[src/hdl/rgbyuv_pkg.sv]
// Shared constants, types and helpers for the RGB to YUV 4:2:0 converter.
`default_nettype none
package rgbyuv_pkg;

   // Frame geometry limits and derived widths
   localparam int MAX_WIDTH   = 4096;
   localparam int MAX_HEIGHT  = 4096;
   localparam int DIM_W       = 13;
   localparam int COL_W       = $clog2(MAX_WIDTH);
   localparam int ROW_W       = $clog2(MAX_HEIGHT);
   localparam int STORE_DEPTH = MAX_WIDTH / 2;
   localparam int ADDR_W      = COL_W - 1;

   // Pair sums and block sums
   localparam int PAIR_W  = 9;
   localparam int BLOCK_W = PAIR_W + 1;
   localparam int STORE_W = 3 * PAIR_W;

   // Configuration register indexes
   localparam int CSR_IDX_W = 4;
   localparam logic [CSR_IDX_W-1:0] CSR_FRAME_WIDTH  = CSR_IDX_W'(0);
   localparam logic [CSR_IDX_W-1:0] CSR_FRAME_HEIGHT = CSR_IDX_W'(1);

   localparam logic [DIM_W-1:0] WIDTH_RESET  = DIM_W'(640);
   localparam logic [DIM_W-1:0] HEIGHT_RESET = DIM_W'(480);

   // BT.601 integer coefficients
   localparam logic [7:0] Y_COEF_R  = 8'd66;
   localparam logic [7:0] Y_COEF_G  = 8'd129;
   localparam logic [7:0] Y_COEF_B  = 8'd25;
   localparam logic [7:0] Y_OFFSET  = 8'd16;
   localparam logic [7:0] ROUND_ADD = 8'd128;
   localparam int         CB_COEF_R = -38;
   localparam int         CB_COEF_G = -74;
   localparam int         CB_COEF_B = 112;
   localparam int         CR_COEF_R = 112;
   localparam int         CR_COEF_G = -94;
   localparam int         CR_COEF_B = -18;
   localparam int         C_BIAS    = 128 + 32768;
   localparam int         BYTE_MAX  = 255;

   typedef struct packed {
      logic [7:0] blue;
      logic [7:0] green;
      logic [7:0] red;
   } rgb_type;

   typedef struct packed {
      logic [PAIR_W-1:0] blue;
      logic [PAIR_W-1:0] green;
      logic [PAIR_W-1:0] red;
   } pair_type;

   typedef struct packed {
      logic [BLOCK_W-1:0] blue;
      logic [BLOCK_W-1:0] green;
      logic [BLOCK_W-1:0] red;
   } block_type;

   // Work held between the input register and the result register
   typedef struct packed {
      rgb_type  pixel;
      pair_type pair;
      logic     chroma;
      logic     last;
   } stage_type;

   typedef struct packed {
      logic [7:0] luma;
      logic [7:0] cb;
      logic [7:0] cr;
   } yuv_type;

   // Clip to the limit, force even, floor at two
   function automatic logic [DIM_W-1:0] eff_dim(input logic [DIM_W-1:0] v,
                                                 input logic [DIM_W-1:0] limit);
      logic [DIM_W-1:0] d;
      d = (v > limit) ? limit : v;
      d[0] = 1'b0;
      if (d < DIM_W'(2)) d = DIM_W'(2);
      return d;
   endfunction

endpackage
`default_nettype wire

[src/hdl/rgbyuv_color_math.sv]
// BT.601 luma of one pixel and Cb/Cr of one averaged 2x2 block.
`default_nettype none
module rgbyuv_color_math import rgbyuv_pkg::*; (
   input  rgb_type   pixel,
   input  block_type block,
   output yuv_type   yuv
);

   localparam int CW = 18;

   function automatic logic [7:0] clamp_chroma(input logic signed [CW-1:0] t);
      logic signed [CW-1:0] s;
      s = t >>> 8;
      if (t < 0) return 8'd0;
      if (s > CW'(BYTE_MAX)) return 8'(BYTE_MAX);
      return s[7:0];
   endfunction

   logic [16:0]          y_sum;
   logic [8:0]           y_val;
   logic [7:0]           avg_r, avg_g, avg_b;
   logic signed [CW-1:0] sr, sg, sb;
   logic signed [CW-1:0] cb_sum, cr_sum;

   always_comb begin
      y_sum = 17'(Y_COEF_R) * {9'd0, pixel.red} + 17'(Y_COEF_G) * {9'd0, pixel.green}
            + 17'(Y_COEF_B) * {9'd0, pixel.blue} + 17'(ROUND_ADD);
      y_val = y_sum[16:8] + 9'(Y_OFFSET);
      yuv.luma = (y_val > 9'(BYTE_MAX)) ? 8'(BYTE_MAX) : y_val[7:0];

      // Block average: sum of four, shift by two
      avg_r = block.red[BLOCK_W-1:2];
      avg_g = block.green[BLOCK_W-1:2];
      avg_b = block.blue[BLOCK_W-1:2];
      sr = $signed({{(CW-8){1'b0}}, avg_r});
      sg = $signed({{(CW-8){1'b0}}, avg_g});
      sb = $signed({{(CW-8){1'b0}}, avg_b});

      cb_sum = CW'(CB_COEF_R) * sr + CW'(CB_COEF_G) * sg + CW'(CB_COEF_B) * sb
             + CW'(C_BIAS);
      cr_sum = CW'(CR_COEF_R) * sr + CW'(CR_COEF_G) * sg + CW'(CR_COEF_B) * sb
             + CW'(C_BIAS);
      yuv.cb = clamp_chroma(cb_sum);
      yuv.cr = clamp_chroma(cr_sum);
   end

endmodule
`default_nettype wire

[config.mk]
export PLATFORM = sky130hd
export DESIGN_NAME = rgbyuv_color_math
export DESIGN_NICKNAME = d
export VERILOG_FILES = /design/src/hdl/rgbyuv_pkg.sv /design/src/hdl/rgbyuv_color_math.sv
export SDC_FILE = /design/constraint.sdc
export NUM_CORES = 1
export LEC_CHECK = 0
export BUFFER_PORTS_ARGS = -buffer_cell sky130_fd_sc_hd__buf_2
export CORE_ASPECT_RATIO = 0.5
export CORE_UTILIZATION = 35
export DETAILED_ROUTE_END_ITERATION = 10
export SYNTH_ARGS = -nofsm -noshare
export SYNTH_HDL_FRONTEND = slang
export SYNTH_SLANG_ARGS = --single-unit
[constraint.sdc]
create_clock -name vclk -period 7
set_clock_uncertainty 0.2 [all_clocks]
set_input_delay 0.7 -clock vclk [all_inputs]
set_output_delay 0.7 -clock vclk [all_outputs]
set_load 0.005 [all_outputs]
==> impl_metrics.json <==
{
  "synth_top_area_share_pct": 40.17,
  "slew_headroom_pct": 63.69,
  "grt_max_degree": 11,
  "yosysTopAreaCell": "ha_1",
  "rsz0062_at_grt": "yes",
  "met3_usage_pct": 0.1722,
  "crit_path_top_delay_cell": "fa_1",
  "fmax_ghz": 0.1332,
  "setup_tns_ns": -4.203,
  "grt_first_pass_wirelength_mm": 35.85,
  "initial_core_util_pct": 35.84,
  "ios": 78,
  "min_path_type": "primary input to output pin",
  "path_class": "primary input to output pin",
  "drive_gt1_share_pct": 35.76,
  "vias": 7556,
  "grt_util_met1_pct": 21.24,
  "coreArea_um2": 25290,
  "violations": "negative setup slack",
  "ys_warn_count": 0,
  "seq_cells": 0,
  "cp_data_arrival_time_ns": 6.61,
  "hold_viol": 0,
  "avgSynthCellArea_um2": 9.146,
  "synth_cells": 991,
  "die_w_um": 229.6,
  "outcome": "finished, violations left",
  "drtIter0Drc": 192,
  "viasPerCell": 4.782,
  "use_met2_pct": 31.30,
  "slowest_delay_ns": 0.55,
  "nClkBuffers": 0,
  "die_area_um2": 26580,
  "placementRows": 41,
  "dp_slack_ns": -0.6196,
  "postRouteAntennaNets": 0,
  "areaGrowthSynthToFinish_pct": 37.91,
  "wirelength_mm": 21.80,
  "grt_pass1_vias": 7835,
  "die_y_um": 115.8,
  "crit_path_end_kind": "output pin",
  "synth.distinct_cells": 61,
  "fin_crit_ns": 7.509,
  "synth_area_leaders": "ha_1, fa_1, inv_1, a21oi_1, xnor2_1",
  "globalRouteTotalUtil_pct": 16.23,
  "antenna_found_initial": 0,
  "synth_most_common_cell": "ha_1",
  "start_kind": "primary input",
  "synth_nets": 1444,
  "ff_latch_area_um2": 0,
  "drv_cap": 0,
  "drcViolationCount": 0,
  "place.gp.congestion": 0.8183,
  "fin_nets": 1691,
  "cp_common_cell": "ha_4",
  "setup_viol": 21,
  "synth_commonest_cells": "ha_1, inv_1, fa_1",
  "placement.io_buffers": 72,
  "crit_path_max_fanout": 5,
  "firstDrtPassIters": 5,
  "gr-total-overflow": 0,
  "fin_ws_ns": -0.5094,
  "worst_pin_slew_ns": 0.5309,
  "top_usage_layer": "met2",
  "timing.hold.ws_ns": 2.051,
  "ys_seq_area_share_pct": 0,
  "fin_crit_sh_pct": 107.3,
  "synth.cell_area_um2": 9064,
  "wl_per_cell_um": 13.80,
  "dpl.hpwl_mm": 18.65,
  "maxSlewViolCount": 0,
  "diodes": 0,
  "cp.required_ns": 6.10
}
-- area by class of cell --
cell class	count	area, um2
well taps	344	430.4
repair buffers	251	1827
inverters	215	814.5
fillers	2275	12790
multi-input cells	770	9428
-- per-layer routing --
| metal | up-vias | routed length, um |
|---|---|---|
| met5 | - | 0 |
| met1 | 3674 | 9818 |
| met3 | 14 | 387 |
| met2 | 65 | 11400 |
| met4 | 0 | 192 |
| li1 | 3803 | - |
-- cell families (layout without fill, tap and decap cells) --
logic type               Yosys count  in the layout  share of synthesized area [%]
XOR/XNOR                          72             72                          7.192
multiplexers                       2              2                         0.2347
AO/OA/AOI/OAI                    165            165                          11.72
AND/OR/NAND/NOR                  132            132                          7.634
buffers and inverters            221            466                          9.194
adder cells (fa/ha/maj)          399            399                          64.03
-- placed cells by master (no fill, tap or decap), types with 11 or more instances in the layout --
master      n
nand2b_1   11
buf_4     171
inv_2      23
nand2_1    18
nor3_1     14
xor2_1     26
ha_4       53
nor2_1     27
xnor2_1    29
buf_6      12
ha_1      231
o21bai_1   15
inv_1     189
a21oi_1    34
fa_1      105
buf_2      61
a21oi_2    34
nand3_1    11
-- worst max-delay path: cells and delay by family --
kind | cells | cell delay, ns
AOI/OAI and AO/OA | 7 | 1.24
xor gates and xnor gates | 2 | 0.27
adders and majority gates | 11 | 3.45
buffers and inverters | 4 | 0.42
and+or+nand+nor | 3 | 0.50
-- repair_timing --
item | 4_1_cts | 5_1_grt
gates resized for setup | 134 | 101
setup endpoints to repair | 24 | 24
buffers inserted | 13 | 11
pin swaps | 93 | 93
gates cloned | 0 | 0
hold buffers | 0 | 0
-- worst paths after layout --
| path | startpoint | to | slack (ns) | depth (start not counted) |
|---|---|---|---|---|
| worst max-delay path | pixel[7] | yuv[21] | -0.51 | 27 |
| worst min-delay path | pixel[15] | yuv[18] | 2.05 | 6 |
-- through the flow --
stage	util, %	cells	cell area [um2]
floorplan	-	991	9159
global placement	43.87	1557	11090
detailed placement	43.87	1557	11090
CTS	47.08	1570	11910
global route	49.42	1580	12500
finish	49.42	1580	12500
Power is left out: the tool's default activity adds up to more than one toggle a clock period on the data nets, which glitch-free logic cannot reach.
